<file path="src/rtl/ptg_ram.sv">
// ptg_ram: generic single-write, single-read RAM with registered read data.
// No dependencies.
module ptg_ram #(
    parameter int WIDTH = 8,
    parameter int DEPTH = 16
) (
    input  logic                     i_clk,
    input  logic                     i_we,
    input  logic [$clog2(DEPTH)-1:0] i_waddr,
    input  logic [WIDTH-1:0]         i_wdata,
    input  logic [$clog2(DEPTH)-1:0] i_raddr,
    output logic [WIDTH-1:0]         o_rdata
);
    logic [WIDTH-1:0] r_mem [DEPTH];
    logic [WIDTH-1:0] r_rdata;

    always_ff @(posedge i_clk) begin
        if (i_we) begin
            r_mem[i_waddr] <= i_wdata;
        end
        r_rdata <= r_mem[i_raddr];
    end

    assign o_rdata = r_rdata;
endmodule

</file>
<file path="config.mk">
export PLATFORM = sky130hd
export DESIGN_NAME = ptg_ram
export DESIGN_NICKNAME = d
export VERILOG_FILES = /design/src/rtl/ptg_ram.sv
export SDC_FILE = /design/constraint.sdc
export NUM_CORES = 1
export LEC_CHECK = 0
export BUFFER_PORTS_ARGS = -buffer_cell sky130_fd_sc_hd__buf_2
export CORE_AREA = 2 2 112 114
export CTS_BUF_LIST = sky130_fd_sc_hd__clkbuf_8
export DETAILED_ROUTE_END_ITERATION = 10
export DIE_AREA = 0 0 114 116
export PLACE_DENSITY = 0.62
export SLEW_MARGIN = 0
export SYNTH_ARGS = -nofsm -noshare
export SYNTH_HDL_FRONTEND = slang
export SYNTH_SLANG_ARGS = --single-unit
</file>
<file path="constraint.sdc">
create_clock -name i_clk -period 2.1 [get_ports i_clk]
set_input_delay 0.21 -clock i_clk [delete_from_list [all_inputs] [get_ports i_clk]]
set_output_delay 0.21 -clock i_clk [all_outputs]
set_load 0.1 [all_outputs]
</file>
* Word-level counts from Yosys, hierarchy flattened
Memories as Yosys holds them, arrays and structs flattened. A register that Yosys moved wholly into a read port is not among the register bits. Index checks and enable logic that the tools add are counted.
Word-level totals: memories kept 1, RAM bits 128, input bits 18, output and inout bits 8, word-level logic and storage cells 3, flip-flop bits (word level) 0
Cells by class: mux-type cells 2
Memories:
- r_mem | depth 16, bits a word 8, read ports 1, clocked after Yosys merged registers in 1, wr ports 1, line 14 | logic [WIDTH-1:0] r_mem [DEPTH];
Operators by type and width (number):
- 2-to-1 mux 1 bit | 2

* Longest topological paths before layout
word-level depth 2, gate-level depth with buffers 5, mapped depth without buffers 3

* Worst setup path after synthesis
OpenSTA, ideal clock, no wires.
kind in2reg, from input port i_waddr[2], to memory r_mem[0][0] (enable), library setup time 0.383 ns, path buffers 0, required time 1.717 ns, setup slack 0.397 ns, arrival 1.320 ns, cell stages on the path 2, cell sequence or3b_2 nor3_1
RTL lines:
- from (decl) | line 9 | input logic [$clog2(DEPTH)-1:0] i_waddr,
- to (decl) | line 14
No word-level cell before the write port.

* Worst setup path in the final report
from register r_rdata[3], in the netlist o_rdata[3] (read register of r_mem), to output port o_rdata[3]
RTL lines:
- from (decl) | line 15 | logic [WIDTH-1:0] r_rdata;
- to (decl) | line 12 | output logic [WIDTH-1:0] o_rdata
No word-level cell between the ends.

==> metrics <==
placer congestion estimate 0.714; Vias/cell 5.33; vias in the first global route 2475; Worst Tran Pin Value 0.563 ns; cts bufs inserted 17; wire per inst 20.7 µm; first-pass detailed-route iteration total 4; Crit. Startpoint o_rdata[3]$_DFF_P_; min Tclk post-route 1.37 ns; cell row count 40; post-route ant nets 0; Hold Vio Cnt, Final 0; Mean Syn Cell Area 22.5 µm²; CP max FO 1; commonest non-fill, non-tap cell in the layout edfxtp_1; worst skew pair latency 0.42 ns; required time worst endpoint 1.89 ns; Slew Limit Fails 0; worst r2r src r_mem[1][3]$_DFFE_PP_; area of the multi-input gates 0.00106 mm²; initial antenna violation count 0; Max VDD drop 384 µV; Final setup viols 0; Die ar. 0.0132 mm²; Die Wd 114 µm; FMAX 0.731 GHz; CTS tree yes; global route total overflow 0; Die Span Y 116 µm; unrepaired setup endpoints after global routing false; critical path capture point type output pin; cts hold-fix bufs 0; nets 303; Post-CTS Setup Bufs 0; Final Cycle Share 65.1%; Buf/Inv on CP 1; Post-route DRC 0; Setup Total Neg Slack 0 ns; first-pass GRT wire length 14500 µm; post-synthesis cell type count 19; # resized after CTS 0; share of cells above drive strength 1 31.9%; DRT iter0 DRCs 211; I/O pins 26; critical setup path kind register to output pin; Crit-path slowest cell buf_2; Cells after Synth 229; share of the yosys chip area belonging to registers 77.8%; total area of sequential cells 0.00400 mm²; H-tree depth 4; status complete, no violations; yosys warns 0; Synth Cell Area 0.00515 mm²; skew final 0.00918 ns; register clock-pin slew on the reported worst setup and hold paths 0.07 ns; MaxCap Viol Count 0; leading area contributor after synthesis edfxtp_1; Design Power 5.63 mW; CP Launch Type register; Cell Chain, Critical Path buf_2; Leakage 2.05 nW; I/O Buffers 25; slew margin rel. 62.3%; area of the core 0.0119 mm²; total nets after synthesis 247; via count 2374; most frequent cells in the layout edfxtp_1 (128), buf_2 (25), clkbuf_8 (21); ANT cells 0; Tot GR Track Use 15.5%; HP Class input pin to register; CP max stage delay 0.42 ns; Initial Utilization 43.2%; worst hold path startpoint i_wdata[4]; final WL 9190 µm; post-DP HPWL 6000 µm; r2r setup slk 0.74 ns; Worst Path Arrival 1.16 ns; clock sink count 136; Synth top area share 74.7%; number of synthesized register bits 136; ranking of synthesized cells by area edfxtp_1 (75%), mux4_2 (7.9%), mux4_1 (7.1%), dfxtp_1 (3.1%), a22oi_1 (2.3%); Power Density 942 mW/mm²; maximum clock path buffer count 2; CTS root buffer clkbuf_8; family with the most delay on the worst path buffers and inverters; Area Overhead vs Synth 16.2%; Fill cells 960; largest net degree at the start of global routing 20
## final timing paths
| kind | to | cells past startpoint |
|---|---|---|
| hold / removal | r_mem[11][4]$_DFFE_PP_ | 1 |
| hold reg to reg | o_rdata[1]$_DFF_P_ | 3 |
| setup reg to reg | o_rdata[3]$_DFF_P_ | 3 |
| setup / recovery | o_rdata[3] | 1 |
## cell usage after synthesis
master and number:
clkdlybuf4s25_2 3, nor2b_1 1, mux4_1 14, buf_2 3, buf_4 1, nand2b_1 2
nand3_1 1, nor2_1 13, a22oi_1 16, nand3b_1 2, nor3_1 4, or3b_2 1
nand2_1 9, edfxtp_1 128, and2b_1 1, and2_1 1, dfxtp_1 8, mux4_2 18
buf_6 3
## cell type report
cell class              count  share of cell area (%)
clock buffers              21                    4.83
clock inverters            11                    2.18
multi-input cells          83                    17.7
flip-flops and latches    136                    67.0
well taps                 147                    3.08
repair buffers             47                    5.27
## state kept, by name (all words and copies together), names as in the netlist
| register | count |
|---|---|
| o_rdata | 8 |
| r_mem | 128 |
## metrics by stage
step           hold WS (ns)  instances  instance area, µm²  setup slack, ns  util [%]
2_1_floorplan         0.309        229                5150            0.397         -
3_5_place_dp          0.607        413                5560            0.423      46.7
5_1_grt               0.160        445                5980            0.622      50.2
6_report              0.170        445                5980            0.732      50.2
4_1_cts               0.148        445                5980            0.688      50.2
3_3_place_gp          0.593        413                5560            0.466      46.7
## report_power, final
group          switching, mW  internal (mW)
sequential            0.0137           3.03
combinational          0.284          0.126
clock                  0.896           1.28
total                   1.19           4.44
## layer usage
metal	routed length (µm)	track usage, %
met5	0	0
met4	85	5.37
met3	274	4.24
met2	4730	26.0
met1	4100	19.9
## cell families after synthesis
group | count (synthesis) | synth area share, %
buffers and inverters | 10 | 1.68
AND/OR/NAND/NOR | 35 | 3.18
multiplexers | 32 | 15.0
AO/OA/AOI/OAI | 16 | 2.33
flip-flops | 136 | 77.8
Note: power is estimated with default switching activity, not from simulation.
