<file path="config.mk">
export PLATFORM = sky130hd
export DESIGN_NAME = ptg_rem
export DESIGN_NICKNAME = d
export VERILOG_FILES = /design/src/rtl/ptg_pkg.sv /design/src/rtl/ptg_rem.sv
export SDC_FILE = /design/constraint.sdc
export NUM_CORES = 1
export LEC_CHECK = 0
export ABC_AREA = 1
export BUFFER_PORTS_ARGS = -buffer_cell sky130_fd_sc_hd__buf_4
export CAP_MARGIN = 10
export CELL_PAD_IN_SITES_DETAIL_PLACEMENT = 1
export CELL_PAD_IN_SITES_GLOBAL_PLACEMENT = 1
export CORE_UTILIZATION = 46
export CTS_CLUSTER_DIAMETER = 100
export DETAILED_ROUTE_END_ITERATION = 12
export PLACE_DENSITY = 0.93
export REMOVE_ABC_BUFFERS = 1
export SLEW_MARGIN = 25
export SYNTH_ARGS = -nofsm -noshare
export SYNTH_HDL_FRONTEND = slang
export SYNTH_SLANG_ARGS = --single-unit
</file>
<file path="constraint.sdc">
create_clock -name i_clk -period 2.6 [get_ports i_clk]
set_input_delay 0.13 -clock i_clk [delete_from_list [all_inputs] [get_ports i_clk]]
set_output_delay 0.13 -clock i_clk [all_outputs]
set_load 0.02 [all_outputs]
</file>
<file path="src/rtl/ptg_pkg.sv">
// ptg_pkg: shared widths, constants, state enum and control/status structs for the
// prime table generator. No dependencies.
package ptg_pkg;

    localparam int VAL_W = 13;
    localparam int IDX_W = 10;
    localparam int CNT_W = $clog2(VAL_W + 1);
    localparam int TABLE_DEPTH_DEF = 1024;

    typedef logic [VAL_W-1:0] t_val;
    typedef logic [IDX_W-1:0] t_idx;
    typedef logic [CNT_W-1:0] t_cnt;

    localparam t_val VAL_MAX   = t_val'(8191);
    localparam t_idx STOP_RST  = t_idx'(999);
    localparam t_val CAND_SEED = t_val'(5);
    localparam t_val SEED_P0   = t_val'(2);
    localparam t_val SEED_P1   = t_val'(3);
    localparam t_idx LAST_SEED = t_idx'(1);
    localparam t_val CAND_STEP = t_val'(2);

    typedef enum logic [2:0] {
        S_IDLE,
        S_READ,
        S_START,
        S_DIV,
        S_RESULT
    } t_state;

    typedef struct packed {
        logic start;
        t_val dividend;
        t_val divisor;
    } t_rem_ctl;

    typedef struct packed {
        logic done;   // one-cycle pulse, remainder ready
        logic hit;    // divisor nonzero and divides the dividend
    } t_rem_sts;

endpackage

</file>
<file path="src/rtl/ptg_rem.sv">
// ptg_rem: bit-serial restoring remainder unit, one dividend bit per cycle.
// Depends on ptg_pkg.
module ptg_rem (
    input  logic                i_clk,
    input  logic                i_rst_n,
    input  ptg_pkg::t_rem_ctl   i_ctl,
    output ptg_pkg::t_rem_sts   o_sts
);
    import ptg_pkg::*;

    t_val r_rem, n_rem;
    t_val r_dvd;
    t_val r_div;
    t_cnt r_cnt;
    logic r_busy;
    logic r_fin;

    logic [VAL_W:0] s_trial;
    logic [VAL_W:0] s_sub;

    always_comb begin
        s_trial = {r_rem, r_dvd[VAL_W-1]};
        s_sub   = s_trial;
        if (s_trial >= {1'b0, r_div}) begin
            s_sub = s_trial - {1'b0, r_div};
        end
        n_rem = s_sub[VAL_W-1:0];
    end

    always_ff @(posedge i_clk) begin
        if (!i_rst_n) begin
            r_busy <= 1'b0;
            r_fin  <= 1'b0;
            r_cnt  <= '0;
        end else begin
            r_fin <= 1'b0;
            if (i_ctl.start) begin
                r_busy <= 1'b1;
                r_cnt  <= t_cnt'(VAL_W);
            end else if (r_busy) begin
                r_cnt <= r_cnt - t_cnt'(1);
                if (r_cnt == t_cnt'(1)) begin
                    r_busy <= 1'b0;
                    r_fin  <= 1'b1;
                end
            end
        end
    end

    always_ff @(posedge i_clk) begin
        if (i_ctl.start) begin
            r_rem <= '0;
            r_dvd <= i_ctl.dividend;
            r_div <= i_ctl.divisor;
        end else if (r_busy) begin
            r_rem <= n_rem;
            r_dvd <= {r_dvd[VAL_W-2:0], 1'b0};
        end
    end

    assign o_sts.done = r_fin;
    assign o_sts.hit  = r_fin && (r_rem == '0) && (r_div != '0);
endmodule

</file>
Word level (Yosys, flattened, before mapping)
Index checks and enable logic that the tools add are counted.
{"block": "op_classes", "n_lt_le_gt_ge": 1, "n_reduce_logical": 7, "n_mux": 9, "bitwise": 2, "eq_ne": 1, "n_addsub": 2}
{"operator": "$mux W13", "n": 3}
{"operator": "$ge A14 B13 Y1", "n": 1}
{"operator": "$logic_not A13 Y1", "n": 1}
{"operator": "$reduce_bool A13 Y1", "n": 1}
{"operator": "$sub A13 B13 Y13", "n": 1}
{"operator": "$mux W4", "n": 2}
{"operator": "$eq A4 B1 Y1 const B", "n": 1}
{"operator": "$mux W1", "n": 4}
{"operator": "$sub A4 B1 Y4 const B", "n": 1}
{"operator": "$reduce_or A3 Y1", "n": 1}
{"operator": "$logic_and A1 B1 Y1", "n": 2}
{"operator": "$not A1 Y1", "n": 2}
{"operator": "$reduce_bool A2 Y1", "n": 1}
{"operator": "$reduce_or A2 Y1", "n": 1}
{"block": "word_totals", "out_inout_bits": 2, "elab_cells": 29, "reg_bits": 45}

Longest topological paths before layout
{"block": "logic_depth", "depth_word": 4, "mapped_depth": 12}

Worst setup path after synthesis
OpenSTA, ideal clock, no wires.
{"block": "synth_timing", "kind": "register to register", "startpoint": "reg r_div[0]", "endpoint": "reg r_rem[11]", "path_buffers": 1, "synth_period_minus_slack_ns": 1.756, "arrival_time_ns": 1.643, "setup_ns": 0.113, "path_stages_with_launch": 12, "slack_ns": 0.844, "path_cell_list": "edfxtp_1 ha_1 fa_1 inv_1 nand2_1 nand3_2 nand2_2 nand3_4 buf_6 nand3_2 nand3_1 nand2_1"}
{"block": "synth_via", "elab_chain_cells": 2, "elab_cells_between_ends": 3}
{"element": "start: declaration", "line_no": "ptg_rem.sv:13", "text": "t_val r_div;"}
{"element": "start signal: assignment", "line_no": "ptg_rem.sv:54", "text": "r_div <= i_ctl.divisor;"}
{"element": "$sub A13 B13 Y13 or $ge A14 B13 Y1 (tied branches)", "line_no": "ptg_rem.sv:25, ptg_rem.sv:24"}
{"element": "$mux W13 (*)", "line_no": "ptg_rem.sv:24", "text": "if (s_trial >= {1'b0, r_div}) begin"}
{"element": "end signal: assignment", "line_no": "ptg_rem.sv:56", "text": "r_rem <= n_rem;"}
{"element": "end: declaration", "line_no": "ptg_rem.sv:11", "text": "t_val r_rem, n_rem;"}
Every way passes the cells marked *; elsewhere a longest branch is shown, timed or not.
A chain may end at the register's enable or synchronous reset.

Final worst setup path
{"block": "layout_timing", "startpoint": "reg r_div[0]", "endpoint": "reg r_rem[12]"}
The elaborated chain is that of the path after synthesis.

==> impl_metrics.py <==
metrics = {
    "outcome": {
        "outcome": "finished clean",
    },
    "placed_design": {
        "place_congestion": 0.936,
        "place_area_um2": 3130,
        "hpwlAfterDp_mm": 6.18,
        "post-place-ws_ns": 0.490,
        "port_buffers": 30,
    },
    "global_routing": {
        "grt-ovfl-total": 0,
        "grtUsageTotal": 0.255,
        "grt_pass1_wl_mm": 12.6,
        "grt_pass1_vias": 2764,
        "antenna_found_initial": 0,
        "grt_max_degree": 32,
    },
    "clock_network": {
        "postCtsSetupBuffers": 0,
        "cts_tree": "yes",
        "cts_max_path_buffers": 2,
        "clock_sinks": 45,
        "clk_pin_slew_worst_paths_ns": 0.08,
        "cts_made_buffers": 5,
        "cts-htree-levels": 2,
        "worst_skew_pair.late_latency_ns": 0.29,
        "clock-root-buffer": "clkbuf_8",
    },
    "route": {
        "top_layer": "met4",
        "drtPass1Iterations": 4,
        "routed_wl_mm": 7.71,
        "drc": 0,
        "viasPerCell": 5.27,
        "dr_wl_met3_um": 292,
        "vias": 2575,
        "dr_wl_met2_mm": 4.01,
        "wire_per_inst_um": 15.8,
        "detail-route-antenna-nets": 0,
        "drt-met1-wl_mm": 3.29,
        "drtIter0Drc": 121,
    },
    "sta": {
        "slew_violations": 0,
        "final.setup.worst_slack_ns": 0.454,
        "worst_slew_pin_slew_ns": 0.969,
        "final-setup-viol-count": 0,
        "min_period_over_period": 0.825,
        "relSlewSlack": 0.351,
        "hold_viol_final": 0,
        "clock_skew_ns": 0.00686,
        "tns_ns": 0,
        "max_freq_mhz": 466,
        "fin_crit_ns": 2.15,
        "rsz0062_at_grt": "no",
    },
    "logic_synthesis": {
        "syn_avg_cell_area_um2": 7.46,
        "syn_area_um2": 2860,
        "yosysWarningCount": 0,
        "ys_seq_area_frac": 0.406,
        "synth_edf_count": 26,
        "ys_async_sr_fraction": 0,
        "ys_types": 33,
        "ys.flop_type": "edfxtp_1",
        "ys_ff_latch": 45,
        "syn_inst": 383,
    },
    "worst_setup_path": {
        "cp_slowest_stage_delay_ns": 0.41,
        "cp_slowest_cell": "edfxtp_1",
        "crit_chain": "ha_1 -> fa_1 -> inv_1 -> nand2_1 -> nand3_2 -> nand2_2 -> nand3_4 -> nand3_2 -> nand3_1 -> nand2_1",
        "arrival_ns": 2.33,
        "critPathLaunchType": "flop",
        "setup.worst_path.class": "flop to flop",
        "end_kind": "flop",
        "cp_max_fo": 14,
        "crit_required_ns": 2.79,
    },
    "floorplan": {
        "die_area_um2": 6530,
        "die_h_um": 80.8,
        "die_x_um": 80.8,
        "rows": 28,
        "ios": 31,
        "start_util": 0.480,
        "core_area_um2": 5960,
    },
    "power": {
        "p_total_mw": 1.52,
        "vdd_ir_drop_max_uv": 393,
        "p_leak_nw": 1.70,
        "power-per-cell-area_nw_per_um2": 469,
    },
    "layout": {
        "antenna_cells": 0,
        "fin_area_um2": 3250,
        "drive_gt1_frac": 0.147,
        "nets": 458,
        "multi_input_area_um2": 1360,
        "ff_latch_area_um2": 1160,
        "fillers": 783,
        "syn2layout_area_growth_pct": 13.6,
    },
    "min_path": {
        "hp-class": "input port to flop",
    },
    "flow_run": {
        "cap_violations": 0,
    },
}
-- report_power, final --
group	internal (mW)	switching, mW
Combinational	0.0949	0.155
Sequential	0.806	0.0240
Clock	0.217	0.224
Total	1.12	0.403
-- worst max-delay path, delay by kind of cell, from the launching register on --
kind          cells  cell delay [ns]
fa+ha+maj         2             0.63
buf+inv           1             0.12
flops             1             0.41
simple gates      7             0.87
-- layout make-up --
class	instances	share of cell area
inverter	74	0.0855
tap	75	0.0289
sequential	45	0.358
multi-input combinational	253	0.419
timing repair buffer	34	0.0809
clock buffer	8	0.0277
-- synth_stat cells, types with 3 or more instances --
library cell / number / area share
a21oi_1: 4 / 0.0070
buf_2: 5 / 0.0088
clkbuf_1: 4 / 0.0053
dfxtp_1: 19 / 0.13
edfxtp_1: 26 / 0.27
ha_1: 15 / 0.066
inv_1: 67 / 0.088
inv_2: 7 / 0.0092
nand2_1: 137 / 0.18
nand2_2: 4 / 0.0088
nand3_1: 25 / 0.044
nand3_2: 3 / 0.011
nand4_1: 20 / 0.044
nor2_1: 14 / 0.018
nor2_2: 3 / 0.0066
nor2_4: 3 / 0.012
nor4_1: 4 / 0.0088
o21ai_0: 3 / 0.0053
xnor2_1: 3 / 0.0092
xor2_1: 4 / 0.012
-- placed cells by master, fill, tap and decap left out, types with 2 or more instances in the layout --
cell,n
nand2_1,137
inv_1,67
buf_4,31
edfxtp_1,26
nand3_1,25
nand4_1,20
dfxtp_1,19
ha_1,15
nor2_1,14
inv_2,7
clkbuf_8,6
nor4_1,4
nand2_2,4
xor2_1,4
a21oi_1,4
nor2_2,3
nor2_4,3
nand3_2,3
xnor2_1,3
o21ai_0,3
dlygate4sd3_1,3
clkbuf_1,2
-- layer usage --
| metal | track usage | vias to the layer above |
|---|---|---|
| li1 | - | 1267 |
| met1 | 0.303 | 1232 |
| met2 | 0.461 | 65 |
| met3 | 0.0393 | 11 |
| met4 | 0.0911 | 0 |
| met5 | 0 | - |
-- sequential cells by signal (all words and copies together), names as in the netlist --
| signal | flops |
|---|---|
| r_div | 13 |
| r_busy | 1 |
| r_dvd | 13 |
| r_fin | 1 |
| r_rem | 13 |
| r_cnt | 4 |
-- cell families (layout without fill, tap and decap cells) --
| family | count (synthesis) | after routing | share of synthesized area |
|---|---|---|---|
| XOR/XNOR | 7 | 7 | 0.0214 |
| buffers and inverters | 85 | 116 | 0.118 |
| flip-flops | 45 | 45 | 0.406 |
| AO/OA/AOI/OAI | 13 | 13 | 0.0306 |
| AND/OR/NAND/NOR | 217 | 217 | 0.351 |
| adder cells (fa/ha/maj) | 16 | 16 | 0.0726 |
-- metrics by stage --
| step | util | instances | hold WS (ns) |
|---|---|---|---|
| final | 0.545 | 489 | 0.0123 |
| after global routing | 0.545 | 489 | 0.00200 |
| after CTS | 0.543 | 488 | 0.00301 |
| after detailed placement | 0.525 | 478 | 0.310 |
| after global placement | 0.525 | 478 | 0.310 |
| after floorplan | - | 372 | 0.229 |
-- timing repair --
| action | in CTS | in global routing |
|---|---|---|
| setup endpoints to repair | 0 | 0 |
| hold buffers | 2 | 1 |
| gates resized for setup | 0 | 0 |
| hold endpoints to repair | 2 | 1 |
-- final timing paths --
kind | from | endpoint | slack [ns] | depth (start not counted)
worst min register to register | r_cnt[3] | r_cnt[3] | 0.50 | 2
worst max register to register | r_div[0] | r_rem[12] | 0.45 | 10
worst min-delay path | i_ctl[1] | r_div[1] | 0.01 | 1
worst max-delay path | r_div[0] | r_rem[12] | 0.45 | 10
No activity file was read; power rests on OpenSTA's default activity.
